==> src/rtl/ictc_pkg.sv <==
// Shared types and constants for the address class cache.
package ictc_pkg;

  typedef enum logic [1:0] {
    FUNC_CHECK = 2'd0,
    FUNC_ADD   = 2'd1,
    FUNC_FAIL  = 2'd2,
    FUNC_TICK  = 2'd3
  } func_t;

  typedef enum logic [1:0] {
    REG_DB_FAIL_LIMIT   = 2'd0,
    REG_FAIL_CHECK_LIM  = 2'd1,
    REG_SWEEP_INTERVAL  = 2'd2,
    REG_ENTRY_LIFETIME  = 2'd3
  } reg_idx_t;

  localparam int CfgAddrW = 4;
  localparam int CfgDataW = 32;
  localparam int InDataW  = 72;
  localparam int OutDataW = 8;

  localparam logic [7:0]  RstDbFailLimit  = 8'd5;
  localparam logic [15:0] RstFailCheckLim = 16'd100;
  localparam logic [31:0] RstSweepIntv    = 32'd10000;
  localparam logic [31:0] RstLifetime     = 32'd3600000;

  typedef enum logic [1:0] {
    ST_CLEAR,
    ST_IDLE,
    ST_SCAN,
    ST_FIN
  } state_t;

  typedef struct packed {
    logic [7:0]  db_fail_limit;
    logic [15:0] fail_check_limit;
    logic [31:0] sweep_interval;
    logic [31:0] entry_lifetime;
  } cfg_t;

  typedef struct packed {
    logic vld;
    logic cls;
    logic [31:0] addr;
    logic [31:0] stamp;
  } slot_t;

  typedef struct packed {
    logic clear;
    logic accept;
    logic fin;
  } cmd_t;

  typedef struct packed {
    logic clr_last;
    logic scan_done;
    logic out_free;
  } sts_t;

endpackage

==> src/rtl/ictc_ctrl.sv <==
// Controller: clearing pass, item accept, table scan and result hand-off.
module ictc_ctrl (
  input  logic           clk,
  input  logic           rst_n,
  input  logic           in_tvalid,
  output logic           in_tready,
  input  ictc_pkg::sts_t sts,
  output ictc_pkg::cmd_t cmd
);
  import ictc_pkg::*;

  state_t state_r, state_nxt;

  always_ff @(posedge clk) begin
    if (!rst_n) begin
      state_r <= ST_CLEAR;
    end else begin
      state_r <= state_nxt;
    end
  end

  always_comb begin
    state_nxt  = state_r;
    cmd        = '0;
    in_tready  = 1'b0;
    case (state_r)
      ST_CLEAR: begin
        cmd.clear = 1'b1;
        if (sts.clr_last) state_nxt = ST_IDLE;
      end
      ST_IDLE: begin
        in_tready = 1'b1;
        if (in_tvalid) begin
          cmd.accept = 1'b1;
          state_nxt  = ST_SCAN;
        end
      end
      ST_SCAN: begin
        if (sts.scan_done) state_nxt = ST_FIN;
      end
      ST_FIN: begin
        // hold until the output register can take the beat
        if (sts.out_free) begin
          cmd.fin   = 1'b1;
          state_nxt = ST_IDLE;
        end
      end
      default: state_nxt = ST_CLEAR;
    endcase
  end

endmodule

==> config.mk <==
export PLATFORM = sky130hd
export DESIGN_NAME = ictc_ctrl
export DESIGN_NICKNAME = d
export VERILOG_FILES = /design/src/rtl/ictc_pkg.sv /design/src/rtl/ictc_ctrl.sv
export SDC_FILE = /design/constraint.sdc
export NUM_CORES = 1
export LEC_CHECK = 0
export ABC_CLOCK_PERIOD_IN_PS = 2000
export BUFFER_PORTS_ARGS = -buffer_cell sky130_fd_sc_hd__buf_2
export CAP_MARGIN = 10
export CORE_AREA = 2 2 39 41
export CTS_CLUSTER_SIZE = 24
export DETAILED_ROUTE_END_ITERATION = 8
export DIE_AREA = 0 0 41 43
export SYNTH_ARGS = -nofsm -noshare
export SYNTH_HDL_FRONTEND = slang
export SYNTH_SLANG_ARGS = --single-unit
export TNS_END_PERCENT = 1
==> constraint.sdc <==
create_clock -name clk -period 2 [get_ports clk]
set_input_delay 0.2 -clock clk [delete_from_list [all_inputs] [get_ports clk]]
set_output_delay 0.2 -clock clk [all_outputs]
set_load 0.05 [all_outputs]
==> summary.md <==
| Metric | Value |
|---|---|
| CTS tree | done |
| Width of the die | 41 um |
| Register bit total from synthesis | 2 |
| Number of warning messages in the yosys log | 0 |
| Fin Setup TNS | 0 ns |
| Number of cells on the worst hold path | 3 |
| Post-detailed-routing wire length | 371 um |
| Post-layout nets | 47 |
| Max FFs per register | 2 |
| Synth Area in XOR/XNOR | 0% |
| Biggest regs | state_r: 2 flops |
| Number of library cell types mapped by synthesis | 10 |
| Core Util, Final | between 20% and 30% |
| Required time at the endpoint of the critical path | 2.15 ns |
| Compound-Gate Fraction of Synth Area | 12.6% |
| Adder and majority cell fraction of the synthesized area | between 20% and 30% |
| Wire length of the first global-routing pass | 614 um |
| Initial antenna violation count | 0 |
| Final HPWL from detailed placement | 327 um |
| Reg2Reg Capture Point | state_r[0] |
| Total Power Consumption | between 0.5 and 0.6 mW |
| Average routed wire per standard cell | ~7.4 um |
| Startpoint of the tightest hold check path | rst_n |
| Via total after detailed routing | 170 |
| FP Rows | 14 |
| Combinational Power Share | 66.3% |
| Relative slew margins | 78.1% |
| Starting utilization of the core area | 15.7% |
| Sequential share of the synthesized area | between 10% and 20% |
| Worst-case hold path end point | state_r[1] |
| GRT Overall Usage | 5.81% |
| Number of input and output port buffers inserted | 9 |
| Cell at the root of the clock tree | clkbuf_4 |
| Result of the run | complete, no violations |
| Library cell contributing the largest single delay on the critical path | dfxtp_1 |
| Gate count of the mapped netlist | 22 |
| HP Class | input pin to flip-flop |
| Largest family of logic cells by synthesized area | adder cells |
| Deepest level of the CTS H-tree | 1 |
| Switching portion of total power | approximately half |
| Crit path launch type | flip-flop |
| Flop-to-flop setup slack | 0.49 ns |
| Register containing the most flip-flops in the final layout | state_r |
| Bufs and invs on worst path | 1 |
| Highest cell delay on the worst timing path | 0.39 ns |
| First drt pass iteration count | 1 |
| Proportion of synthesized area in mux cells | 9.20% |
| Achievable clock frequency | 664 MHz |
| Leakage power figure | 0.161 nW |
| Worst Tran Pin Value | 0.328 ns |
| Worst-case clock skew | 0.00105 ns |
| Startpoint-to-endpoint class of the critical path | flip-flop to flip-flop |
| Hold Violations, Final | 0 |
| Total number of clock tree sinks | 2 |
| Part of the cycle the worst path needs | about 75% |
| Internal power | 0.251 mW |
| Setup-failing EPs final | 0 |
| Drt via density | 3.40 |
| Cells traversed along the worst timing path | inv_1 > ha_1 > nor2b_4 > a2111oi_4 > mux2i_1 |
| Overflow after GRT | 0 |
| Crit Path Max Fanout | 5 |
| Signal arrival time at the worst endpoint | 1.65 ns |
| Post CTS Setup Buffer Count | 0 |
| Peak supply drop | ~0.46 mV |
| Power dissipated by switching net loads | around 0.25 mW |
| Power density over the cells | 1650 mW/mm2 |
| Synthesis-to-layout area growth | 40.2% |
| Pin count of the biggest net entering global routing | 6 |
| GP Congestion | 0.668 |
| Synthesized area divided by synthesized cell count | 9.90 um2 |
| Unrepaired setup endpoints after global routing | false |
| Max Cap Violations | 0 |
| Share of layout cells above drive strength 1 | 41.2% |
| Clock slew at reported path FFs | about 0.030 ns |
| Clock buffer count from CTS | 3 |
| Core region area | 0.00138 mm2 |
| Starting DRT DRC Count | 0 |
| Count of instances resized after the clock tree is built | 0 |
| Startpoint of the most critical register-to-register path | state_r[0] |
| Clock latency on the worst-skew pair | approximately 0.22 ns |
| Vias in the first global route | 176 |
| Number of buffers on the longest clock path | 2 |
| Number of buffers added to fix hold violations after cts | 0 |
| Syn Std Cell Area | ~220 um2 |
| Floorplan die area | 0.00176 mm2 |
| Worst R2R Path Depth | 5 |
| CP Capture Type | flip-flop |
| Cell family with the largest share of critical-path delay | flip-flops |
| Synthesized-area fraction occupied by and/or/nand/nor cells | 25.9% |
| I/O pin count | 10 |
| Reg power frac | 16.2% |
| Residual DRC count | 0 |
| Pins over their slew limit | 0 |
| Diodes inserted | 0 |
| Overall die height | 43 um |
| Net count after synthesis | 33 |
| Antenna-violating nets left | 0 |
| Clock Power Share | 17.5% |
| Min Clock Period, post-route | 1.51 ns |
-- through the flow --
stage / hold slack, ns / setup slack, ns / std cells / area (um2)
2_1_floorplan: 0.346 / 0.335 / 22 / 218
3_3_place_gp: 0.495 / 0.513 / 47 / 283
3_5_place_dp: 0.499 / 0.458 / 47 / 283
4_1_cts: 0.271 / 0.452 / 50 / 305
5_1_grt: 0.288 / 0.368 / 50 / 305
6_report: 0.274 / 0.494 / 50 / 305
-- worst register-to-register path: cells and delay by family, from the launching register on --
| kind | cells | cell delay (ns) |
|---|---|---|
| DFF | 1 | 0.39 |
| AOI/OAI and AO/OA | 1 | 0.38 |
| muxes | 1 | 0.23 |
| adders and majority gates | 1 | 0.21 |
| and+or+nand+nor | 1 | 0.13 |
| buffers and inverters | 1 | 0.09 |
-- cell type report --
class                           count  area (um2)
Clock buffer                        3        22.5
Fill cell                         163        1080
Inverter                            3        11.3
Multi-Input combinational cell     17         166
Sequential cell                     2        40.0
Tap cell                           16        20.0
Timing Repair Buffer                9        45.0
-- cell usage after synthesis (all sizes together) --
| library cell | n | area [um2] |
|---|---|---|
| a2111oi | 1 | 27.5 |
| and2 | 2 | 12.5 |
| dfxtp | 2 | 40.0 |
| ha | 5 | 62.6 |
| inv | 3 | 11.3 |
| mux2i | 2 | 20.0 |
| nand2 | 3 | 11.3 |
| nand2b | 1 | 6.26 |
| nor2b | 3 | 26.3 |
-- cell families after synthesis --
logic type	count (synthesis)
buffers and inverters	3
muxes	2
adders and majority gates	5
and+or+nand+nor	9
AOI/OAI and AO/OA	1
DFF	2
-- per-layer routing --
layer,GRT usage (%),part of all wire [%]
met1,4.47,43
met2,8.13,49
met5,0,0
met4,2.00,0
met3,7.85,7.5
-- worst max-delay path by stage --
stage	slack, ns	end	cells past startpoint	start
CTS	0.45	state_r[0]	5	state_r[0]
floorplan	0.33	state_r[0]	5	state_r[0]
global placement	0.51	state_r[1]	5	state_r[0]
finish	0.49	state_r[0]	5	state_r[0]
global route	0.37	state_r[1]	5	state_r[0]
detailed placement	0.46	state_r[0]	5	state_r[0]
-- power by group through the flow --
stage               logic, mW  clock network [mW]  registers, mW
global route            0.361              0.0965         0.0859
detailed placement      0.340                   0         0.0842
finish                  0.334              0.0882         0.0820
CTS                     0.341              0.0930         0.0835
global placement        0.336                   0         0.0840
floorplan               0.295                   0         0.0783
-- cell usage in the layout, fill, tap and decap left out, drive strengths merged --
master   synthesis  layout
nor2b            3       3
nand2            3       3
buf              0       9
dfxtp            2       2
clkbuf           0       3
mux2i            2       2
a2111oi          1       1
inv              3       3
and2             2       2
nand2b           1       1
ha               5       5
(Power assumes the default switching activity.)
