==> config.mk <==
export PLATFORM = sky130hd
export DESIGN_NAME = ictc_regs
export DESIGN_NICKNAME = d
export VERILOG_FILES = /design/src/rtl/ictc_pkg.sv /design/src/rtl/ictc_regs.sv
export SDC_FILE = /design/constraint.sdc
export NUM_CORES = 1
export LEC_CHECK = 0
export BUFFER_PORTS_ARGS = -buffer_cell sky130_fd_sc_hd__buf_4
export CORE_MARGIN = 5
export CORE_UTILIZATION = 35
export DETAILED_ROUTE_END_ITERATION = 12
export HOLD_SLACK_MARGIN = 0.1
export PLACE_DENSITY = 0.64
export SKIP_CTS_REPAIR_TIMING = 1
export SYNTH_ARGS = -nofsm -noshare
export SYNTH_HDL_FRONTEND = slang
export SYNTH_SLANG_ARGS = --single-unit
==> constraint.sdc <==
create_clock -name clk -period 1.2 [get_ports clk]
set_input_delay 0.06 -clock clk [delete_from_list [all_inputs] [get_ports clk]]
set_output_delay 0.06 -clock clk [all_outputs]
set_load 0.05 [all_outputs]
==> src/rtl/ictc_pkg.sv <==
// Shared types and constants for the address class cache.
package ictc_pkg;

  typedef enum logic [1:0] {
    FUNC_CHECK = 2'd0,
    FUNC_ADD   = 2'd1,
    FUNC_FAIL  = 2'd2,
    FUNC_TICK  = 2'd3
  } func_t;

  typedef enum logic [1:0] {
    REG_DB_FAIL_LIMIT   = 2'd0,
    REG_FAIL_CHECK_LIM  = 2'd1,
    REG_SWEEP_INTERVAL  = 2'd2,
    REG_ENTRY_LIFETIME  = 2'd3
  } reg_idx_t;

  localparam int CfgAddrW = 4;
  localparam int CfgDataW = 32;
  localparam int InDataW  = 72;
  localparam int OutDataW = 8;

  localparam logic [7:0]  RstDbFailLimit  = 8'd5;
  localparam logic [15:0] RstFailCheckLim = 16'd100;
  localparam logic [31:0] RstSweepIntv    = 32'd10000;
  localparam logic [31:0] RstLifetime     = 32'd3600000;

  typedef enum logic [1:0] {
    ST_CLEAR,
    ST_IDLE,
    ST_SCAN,
    ST_FIN
  } state_t;

  typedef struct packed {
    logic [7:0]  db_fail_limit;
    logic [15:0] fail_check_limit;
    logic [31:0] sweep_interval;
    logic [31:0] entry_lifetime;
  } cfg_t;

  typedef struct packed {
    logic vld;
    logic cls;
    logic [31:0] addr;
    logic [31:0] stamp;
  } slot_t;

  typedef struct packed {
    logic clear;
    logic accept;
    logic fin;
  } cmd_t;

  typedef struct packed {
    logic clr_last;
    logic scan_done;
    logic out_free;
  } sts_t;

endpackage

==> src/rtl/ictc_regs.sv <==
// Configuration register file behind the APB-style port.
module ictc_regs (
  input  logic                          clk,
  input  logic                          rst_n,
  input  logic                          cfg_psel,
  input  logic                          cfg_penable,
  input  logic                          cfg_pwrite,
  input  logic [ictc_pkg::CfgAddrW-1:0] cfg_paddr,
  input  logic [ictc_pkg::CfgDataW-1:0] cfg_pwdata,
  output logic [ictc_pkg::CfgDataW-1:0] cfg_prdata,
  output logic                          cfg_pready,
  output ictc_pkg::cfg_t                cfg
);
  import ictc_pkg::*;

  cfg_t     cfg_r, cfg_nxt;
  reg_idx_t idx;
  logic     wr;

  assign cfg_pready = 1'b1;
  assign idx        = reg_idx_t'(cfg_paddr[3:2]);
  assign wr         = cfg_psel && cfg_penable && cfg_pwrite && cfg_pready;
  assign cfg        = cfg_r;

  always_comb begin
    cfg_nxt = cfg_r;
    if (wr) begin
      case (idx)
        REG_DB_FAIL_LIMIT:  cfg_nxt.db_fail_limit    = cfg_pwdata[7:0];
        REG_FAIL_CHECK_LIM: cfg_nxt.fail_check_limit = cfg_pwdata[15:0];
        REG_SWEEP_INTERVAL: cfg_nxt.sweep_interval   = cfg_pwdata;
        REG_ENTRY_LIFETIME: cfg_nxt.entry_lifetime   = cfg_pwdata;
        default: ;
      endcase
    end
  end

  always_comb begin
    case (idx)
      REG_DB_FAIL_LIMIT:  cfg_prdata = {24'd0, cfg_r.db_fail_limit};
      REG_FAIL_CHECK_LIM: cfg_prdata = {16'd0, cfg_r.fail_check_limit};
      REG_SWEEP_INTERVAL: cfg_prdata = cfg_r.sweep_interval;
      REG_ENTRY_LIFETIME: cfg_prdata = cfg_r.entry_lifetime;
      default:            cfg_prdata = '0;
    endcase
  end

  always_ff @(posedge clk) begin
    if (!rst_n) begin
      cfg_r.db_fail_limit    <= RstDbFailLimit;
      cfg_r.fail_check_limit <= RstFailCheckLim;
      cfg_r.sweep_interval   <= RstSweepIntv;
      cfg_r.entry_lifetime   <= RstLifetime;
    end else begin
      cfg_r <= cfg_nxt;
    end
  end

endmodule

==> impl_metrics.yaml, run 1 <==
run_status:
  status: "finished, violations left"
  violations: "setup timing"
sta:
  whs_ps: 86.4
  finalSetupViolations: 16
  rsz0062_at_grt: "true"
  max_freq_mhz: 724
  layout_setup_ws_ps: -181
  hold_violations: 0
  period_minus_slack_ps: 1380
  drv_slew: 0
  fin_worst_skew_ps: 0
  fin_crit_sh: 1.15
place:
  hpwl_microns: 8540
  place_congestion: 0.774
  dp.cells: 700
  port_buffers: 158
  place_ws_ps: -0.813
final_layout:
  syn2layout_area_growth_pct: 62.8
  nNetsFinal: 653
  largest_register_ffs: 88
  fin_cells: 760
  layout_common_cells: "buf_4, nand2_1, mux2i_1"
  final_core_util: 0.586
  antenna_cells: 0
  final_common_cell: "buf_4"
  final_layout_size_suffix_gt1_frac: 0.548
floorplan:
  start_util: 0.360
  dieArea_sq_mm: 0.0141
  row_count: 39
  die_y_microns: 119
  die_x_microns: 119
  ios: 162
  core-area_sq_mm: 0.0115
power_and_ir_drop:
  p_leak_nw: 2.96
  vdd_drop_max_mv: 0.592
  powerDensity_mw_per_mm2: 1020
clock_network:
  clock_latency_ps: 320
  cts_tree: "built"
  path_clk_slew_ps: 60
  numCtsBuffers: 9
  htreeDepth: 3
  cts_sinks: 88
  root_buffer: "clkbuf_16"
  cts_buffer_depth: 2
detailed_routing:
  dr_total_vias: 3630
  initialDrtViolationCount: 140
  drc: 0
  ant_nets: 0
  wl_per_cell_microns: 16.0
  viasPerCell: 4.78
  wirelength_microns: 12200
  first_pass_iters: 4
synth:
  synth_cell_types: 24
  syn_nets: 456
  synth_top_area_cell: "dfxtp_1"
  avgSynthCellArea_sq_um: 9.94
  synth_warnings: 0
  netlist_instances: 415
  synth.area.top_cells: "dfxtp_1, mux2i_1, nand2_1, nor2b_1, mux4_2"
  synth_sequential_area_ratio: 0.427
  yosysTopAreaCellShare: 0.427
  synth_area_sq_mm: 0.00413
  ys_seq_elements: 88
global_routing:
  antenna_found_initial: 0
  grt_pass1_vias: 3489
  grt_pass1_wl_microns: 18200
  grt_max_degree: 48
  overflow: 0
  track_usage: 0.157
setup_path:
  end_kind: "primary output"
  critPathRequiredTime_ps: 1140
  path_class: "reg -> out"
  critPathMaxFanout: 3
  ff2ff_path_depth: 3
  worst_ep_arrival_time_ps: 1320
  cp-start-kind: "register"
hold_path:
  hp-class: "in -> reg"
  hold_path_depth: 3
run:
  maxCapViolCount: 0
## report_power, final
group / switching [mW] / internal [mW]
clock: 1.09 / 1.57
combinational: 0.637 / 0.531
sequential: 0.0378 / 2.97
## metrics by stage
stage	power, mW	setup TNS (ps)	instance area [sq um]
after floorplan	3.71	-9.24	4340
after global placement	4.04	0	5720
after detailed placement	4.05	-0.813	5720
after CTS	6.72	-3180	6010
after global routing	7.09	-2950	6720
final	6.83	-2460	6720
## area by class of cell
type	instances	area [sq um]
clock inverters	2	12.5
well taps	143	179
inverters	3	11.3
fillers	931	4750
clock buffers	14	274
multi-input cells	288	2440
repair buffers	222	1940
flip-flops and latches	88	1850
## logic make-up after synthesis
logic type,Yosys count,synth area share
multiplexers,116,0.308
flip-flops,88,0.427
AND/OR/NAND/NOR,157,0.179
buffers and inverters,39,0.0582
other,1,0.000909
AO/OA/AOI/OAI,14,0.0267
## cells in the mapped netlist
master    instances
and2_4            1
nand3_2           1
buf_8             1
mux2_2            8
and3_1            2
o31ai_1           1
buf_2            12
conb_1            1
buf_6             8
o211ai_1          3
a22o_1            8
clkbuf_1         13
buf_4             2
mux4_2            8
nand3_1           3
nor2b_1          48
mux2i_1         100
nand2b_1          1
nor3b_1           1
dfxtp_1          88
a21oi_1           2
nand2_1          99
or3_1             1
inv_1             3
## critical path: stages (launching register included)
cell	delay (ps)
dfxtp_2	330
mux4_2	490
buf_8	170
## metal layers
layer / vias up / track usage / part of all wire / wire length, microns
met5: - / 0 / 0 / 0
met4: 0 / 0.0404 / 0.011 / 131
met3: 12 / 0.0482 / 0.067 / 820
met2: 115 / 0.254 / 0.47 / 5730
met1: 1711 / 0.203 / 0.45 / 5480
li1: 1792 / - / - / -
## path summary, 6_finish.rpt
path / start / to / slack (ps)
max: cfg[87]$_SDFFE_PN0P_ / cfg_prdata[7] / -180
min: cfg_pwdata[3] / cfg[3]$_SDFFE_PN0P_ / 90
max reg2reg: cfg[66]$_SDFFE_PN1P_ / cfg[66]$_SDFFE_PN1P_ / 450
min reg2reg: cfg[64]$_SDFFE_PN0P_ / cfg[64]$_SDFFE_PN0P_ / 470
(Power assumes the default switching activity.)
==> run 2, diff against run 1 <==
--- a/config.mk
+++ b/config.mk
@@ -5,12 +5,13 @@
 export SDC_FILE = /design/constraint.sdc
 export NUM_CORES = 1
 export LEC_CHECK = 0
+export ABC_AREA = 1
 export BUFFER_PORTS_ARGS = -buffer_cell sky130_fd_sc_hd__buf_4
 export CORE_MARGIN = 5
-export CORE_UTILIZATION = 35
+export CORE_UTILIZATION = 28
 export DETAILED_ROUTE_END_ITERATION = 12
 export HOLD_SLACK_MARGIN = 0.1
-export PLACE_DENSITY = 0.64
+export PLACE_DENSITY = 0.54
 export SKIP_CTS_REPAIR_TIMING = 1
 export SYNTH_ARGS = -nofsm -noshare
 export SYNTH_HDL_FRONTEND = slang
==> run 2 against run 1 <==
Compared with the run above:
- the flow now finishes without violations
- setup slack better by 200 ps
- clock power decreased by 2%
- design area fell by 8.8%
- worst hold slack worse by 24 ps
- die area is 19% higher
- first-iteration DRC count grew 100%
- fmax grew 17%
- core utilization fell by 15 points
- clock skew did not move
- flip-flop and latch count unchanged
- largest power group unchanged
==> impl_metrics.yaml, run 2 <==
synth:
  synth-async-reset-ratio: 0
  synth_cell_types: 17
  yosys.area_share.simple: 0.437
  synth-xor-area-share: 0
  synthMuxAreaShare: 0
  synth_sequential_area_ratio: 0.440
  synthTopCellsByCount: "nand2_1, nor2_1, nand3_1"
  yosysTopAreaCellShare: 0.440
  synth_warnings: 0
  synth.area.top_cells: "dfxtp_1, nand2_1, nor2_1, nand3_1, a22o_1"
  ys.flop_type: "dfxtp_1"
  syn_nets: 644
  netlist_instances: 603
  ys_seq_elements: 88
  avgSynthCellArea_sq_um: 6.64
  synth_top_area_cell: "dfxtp_1"
  synth_most_common_cell: "nand2_1"
  synth-edff-count: 0
  synthAdderAreaFrac: 0
  synth_top_family_by_area: "simple AND/OR/NAND/NOR gates"
  synth_area_sq_mm: 0.00400
  synth_compound_area_frac: 0.0350
global_routing:
  grt_max_degree: 48
  grt_pass1_wl_microns: 21000
  overflow: 0
  grt_pass1_vias: 4118
  track_usage: 0.156
  antenna_found_initial: 0
place:
  port_buffers: 158
  place_congestion: 0.799
  dpl_cell_area_sq_mm: 0.00556
  hpwl_microns: 9400
run:
  maxCapViolCount: 0
detailed_routing:
  viasPerCell: 4.60
  met1_length_microns: 5940
  first_pass_iters: 4
  wirelength_microns: 13500
  initialDrtViolationCount: 282
  top_layer_used: "met4"
  dr_total_vias: 4416
  drc: 0
  ant_nets: 0
  wl_per_cell_microns: 14.1
  wl_met2_microns: 6250
  met3_wirelength_microns: 1130
hold_path:
  hold_path_depth: 5
  holdPathEnd: "cfg[22]$_SDFFE_PN0P_"
  min_from: "cfg_pwdata[22]"
  hp-class: "in -> reg"
final_layout:
  layout_common_cells: "nand2_1, buf_4, nor2_1"
  antenna_cells: 0
  nNetsFinal: 817
  final_common_cell: "nand2_1"
  largest_register_ffs: 88
  final_layout_size_suffix_gt1_frac: 0.312
  final_core_util: 0.439
  syn2layout_area_growth_pct: 53.0
  fin_area_sq_mm: 0.00612
setup_path:
  ff2ff_path_depth: 2
  r2r_slack_ps: 580
  path_class: "reg -> out"
  worst_ep_arrival_time_ps: 1120
  end_kind: "primary output"
  critPathMaxFanout: 3
  critPathRequiredTime_ps: 1140
  cp-start-kind: "register"
  r2r-end: "cfg[47]$_SDFFE_PN0P_"
  r2r-start: "cfg[47]$_SDFFE_PN0P_"
run_status:
  status: "finished clean"
sta:
  period_minus_slack_ps: 1180
  hold_violations: 0
  fin_worst_skew_ps: 0
  whs_ps: 62.0
  max_freq_mhz: 846
  fin_crit_sh: 0.985
  finalSetupViolations: 0
  drv_slew: 0
floorplan:
  start_util: 0.287
  dieArea_sq_mm: 0.0168
  die_x_microns: 130
  die_y_microns: 130
  core-area_sq_mm: 0.0139
  ios: 162
  row_count: 43
clock_network:
  clock_latency_ps: 330
  numCtsBuffers: 9
  path_clk_slew_ps: 70
  htreeDepth: 3
  cts_buffer_depth: 2
  root_buffer: "clkbuf_16"
  cts_tree: "built"
  cts_sinks: 88
power_and_ir_drop:
  p_leak_nw: 2.92
  powerDensity_mw_per_mm2: 1140
  p_total_mw: 6.97
  vdd_drop_max_mv: 0.686
## run 2: cell count changes in the layout (fill, tap and decap cells not counted), moves of 10 or more
cell / before / now
a22o_2: 5 / 16
dfxtp_1: 14 / 66
dfxtp_2: 74 / 22
inv_1: 3 / 33
mux2i_1: 84 / 0
mux2i_4: 10 / 0
nand2_1: 99 / 173
nand3_1: 3 / 96
nor2_1: 0 / 136
nor2b_1: 32 / 0
nor2b_4: 16 / 0
## run 2: layer usage
metal / GRT usage / vias to the layer above
li1: - / 2233
met1: 0.196 / 2033
met2: 0.256 / 134
met3: 0.0556 / 16
met4: 0.0410 / 0
met5: 0 / -
## run 2: power breakdown
| group | leakage (nW) | total (mW) | switching, mW | internal [mW] |
|---|---|---|---|---|
| sequential | 0.717 | 3.04 | 0.0561 | 2.99 |
| clock | 0.123 | 2.60 | 1.20 | 1.40 |
| combinational | 2.08 | 1.32 | 0.850 | 0.475 |
## run 2: worst max path at each step
| stage | slack, ps | cells past startpoint | start | end |
|---|---|---|---|---|
| after detailed placement | 100 | 6 | cfg_psel | cfg[9]$_SDFFE_PN1P_ |
| after global placement | 90 | 6 | cfg_psel | cfg[10]$_SDFFE_PN1P_ |
| final | 20 | 2 | cfg[21]$_SDFFE_PN1P_ | cfg_prdata[21] |
| after global routing | -20 | 2 | cfg[21]$_SDFFE_PN1P_ | cfg_prdata[21] |
| after CTS | 0.3 | 2 | cfg[18]$_SDFFE_PN1P_ | cfg_prdata[18] |
| after floorplan | 0.8 | 2 | cfg[43]$_SDFFE_PN0P_ | cfg_prdata[11] |
## run 2: metrics by stage
step / std cells / setup WS [ps] / TNS [ps]
floorplan: 603 / 0.764 / 0
global route: 961 / -21.4 / -21.4
detailed placement: 921 / 96.6 / 0
global placement: 921 / 87.7 / 0
CTS: 937 / 0.307 / 0
finish: 961 / 18.4 / 0
## run 2: cells by family (layout without fill, tap and decap cells)
logic type | after synthesis | after routing
buffers and inverters | 77 | 255
AND/OR/NAND/NOR | 421 | 421
flip-flops | 88 | 88
AO/OA/AOI/OAI | 16 | 16
other | 1 | 1
## run 2: cell type report
type	instances	area [sq um]
Clock inverter	7	48.8
Clock buffer	9	225
Fill cell	1418	7810
Tap cell	180	225
Timing Repair Buffer	203	1770
Multi-Input combinational cell	438	1930
Sequential cell	88	1790
Inverter	36	135
## run 2: worst max-delay path, stage by stage (launching register included)
cell and delay [ps]:
dfxtp_1 340, a22o_2 270, buf_4 190
==> run 3, diff against run 2 <==
--- a/config.mk
+++ b/config.mk
@@ -5,13 +5,12 @@
 export SDC_FILE = /design/constraint.sdc
 export NUM_CORES = 1
 export LEC_CHECK = 0
-export ABC_AREA = 1
 export BUFFER_PORTS_ARGS = -buffer_cell sky130_fd_sc_hd__buf_4
 export CORE_MARGIN = 5
-export CORE_UTILIZATION = 28
+export CORE_UTILIZATION = 53
 export DETAILED_ROUTE_END_ITERATION = 12
 export HOLD_SLACK_MARGIN = 0.1
-export PLACE_DENSITY = 0.54
+export PLACE_DENSITY = 0.89
 export SKIP_CTS_REPAIR_TIMING = 1
 export SYNTH_ARGS = -nofsm -noshare
 export SYNTH_HDL_FRONTEND = slang
==> constraint.sdc (replaced) <==
create_clock -name clk -period 1.4 [get_ports clk]
set_input_delay 0.07 -clock clk [delete_from_list [all_inputs] [get_ports clk]]
set_output_delay 0.07 -clock clk [all_outputs]
set_load 0.05 [all_outputs]
==> run 3 against run 2 <==
Compared with the run above:
- power is 26% lower
- design area is 0.65% lower
- flip-flop and latch count stayed put
- critical endpoint is now cfg_prdata[5]
- sequential share of layout area increased by 0.25 points
- non-clock buffer count increased by 9
- die area down 43%
- sequential power is 16% lower
- global-route usage up 6.4 points
- setup slack got worse by 45 ps
- the run now ends with setup timing left
- register-to-register slack about the same
==> impl_metrics.yaml, run 3 (same netlist as run 1, synthesis figures left out) <==
clock_network:
  numCtsBuffers: 9
  cts_tree: "built"
  htreeDepth: 3
  cts_buffer_depth: 2
  path_clk_slew_ps: 80
  clock_latency_ps: 340
  root_buffer: "clkbuf_8"
  cts_sinks: 88
final_layout:
  fin_cells: 709
  final_common_cell: "buf_4"
  syn2layout_area_growth_pct: 47.5
  multi_input_area_sq_mm: 0.00217
  regArea_sq_mm: 0.00179
  layout_common_cells: "buf_4, mux2i_1, nand2_1"
  antenna_cells: 0
  nFillCells: 462
  nNetsFinal: 643
  largest_register_ffs: 88
  final_layout_size_suffix_gt1_frac: 0.423
setup_path:
  cp_cell_sequence: "mux4_2 -> buf_8"
  worst_ep_arrival_time_ps: 1360
  cp-start-kind: "register"
  critPathMaxFanout: 3
  r2r_slack_ps: 590
  cp_slowest_cell: "mux4_2"
  critPathRequiredTime_ps: 1330
  path_class: "reg -> out"
  slowest_delay_ps: 510
  ff2ff_path_depth: 3
  r2r-start: "cfg[66]$_SDFFE_PN1P_"
  critPathTopFamily: "multiplexers"
  r2r-end: "cfg[66]$_SDFFE_PN1P_"
  end_kind: "primary output"
  cp.buffers_inverters: 1
floorplan:
  row_count: 32
  dieArea_sq_mm: 0.00965
  die_y_microns: 98.2
  core-area_sq_mm: 0.00765
  start_util: 0.539
  ios: 162
  die_x_microns: 98.2
hold_path:
  hp-class: "in -> reg"
  holdPathEnd: "cfg[1]$_SDFFE_PN0P_"
  min_from: "cfg_pwdata[1]"
  hold_path_depth: 3
sta:
  finalSetupViolations: 1
  drv_slew: 0
  fin_worst_skew_ps: 0
  max_freq_mhz: 701
  whs_ps: 103
  hold_violations: 0
  fin_crit_sh: 1.02
  rsz0062_at_grt: "true"
  period_minus_slack_ps: 1430
  layout_setup_ws_ps: -27.1
place:
  place_congestion: 0.781
  hpwl_microns: 8190
  dp.cells: 653
  port_buffers: 158
detailed_routing:
  drc: 0
  wl_per_cell_microns: 17.1
  viasPerCell: 5.22
  initialDrtViolationCount: 97
  dr_total_vias: 3703
  wirelength_microns: 12100
  ant_nets: 0
  first_pass_iters: 4
power_and_ir_drop:
  p_leak_nw: 2.77
  vdd_drop_max_mv: 0.471
  powerDensity_mw_per_mm2: 842
run_status:
  violations: "setup timing"
  status: "finished, violations left"
global_routing:
  grt_pass1_vias: 3614
  grt_max_degree: 45
  track_usage: 0.220
  antenna_found_initial: 0
  grt_pass1_wl_microns: 17600
  overflow: 0
run:
  maxCapViolCount: 0
run 3: cell type report:
class,instances,area share
Sequential cell,88,0.295
Clock inverter,4,0.00473
Timing Repair Buffer,212,0.296
Multi-Input combinational cell,288,0.356
Clock buffer,12,0.0255
Inverter,3,0.00185
Tap cell,102,0.0210
run 3: worst max path at each step:
| stage | start | end | slack (ps) | depth (start not counted) |
|---|---|---|---|---|
| 4_1_cts | cfg[10]$_SDFFE_PN1P_ | cfg_prdata[10] | -40 | 3 |
| 2_1_floorplan | cfg[10]$_SDFFE_PN1P_ | cfg_prdata[10] | 40 | 2 |
| 5_1_grt | cfg[5]$_SDFFE_PN0P_ | cfg_prdata[5] | -70 | 2 |
| 6_report | cfg[5]$_SDFFE_PN0P_ | cfg_prdata[5] | -30 | 2 |
| 3_5_place_dp | cfg_paddr[3] | cfg[43]$_SDFFE_PN0P_ | 100 | 4 |
| 3_3_place_gp | cfg_paddr[3] | cfg[52]$_SDFFE_PN0P_ | 140 | 4 |
run 3: worst register-to-register path, delay by kind of cell (launching register included):
family	cells	cell delay [ps]
AO/OA/AOI/OAI	2	210
flip-flops	1	340
AND/OR/NAND/NOR	1	140
run 3: through the flow:
step / cell area, sq um / utilization / setup WS, ps / setup TNS (ps) / power [mW]
after floorplan: 4170 / - / 43.2 / 0 / 3.16
after global placement: 5410 / 0.707 / 138 / 0 / 3.41
after detailed placement: 5410 / 0.707 / 99.9 / 0 / 3.42
after CTS: 5590 / 0.732 / -44.0 / -293 / 5.02
after global routing: 6080 / 0.795 / -68.5 / -353 / 5.28
final: 6080 / 0.795 / -27.1 / -27.1 / 5.12
run 3: routing by layer:
| metal | vias to the layer above | global-route usage | wire length (microns) |
|---|---|---|---|
| met1 | 1781 | 0.255 | 4840 |
| met5 | - | 0 | 0 |
| met2 | 139 | 0.399 | 6310 |
| met3 | 12 | 0.0571 | 816 |
| met4 | 0 | 0.0641 | 149 |
| li1 | 1771 | - | - |
run 3: report_power, final:
group          internal, mW  switching, mW
Clock                 0.744          0.900
Combinational         0.389          0.524
Sequential             2.54         0.0284
Total                  3.67           1.45
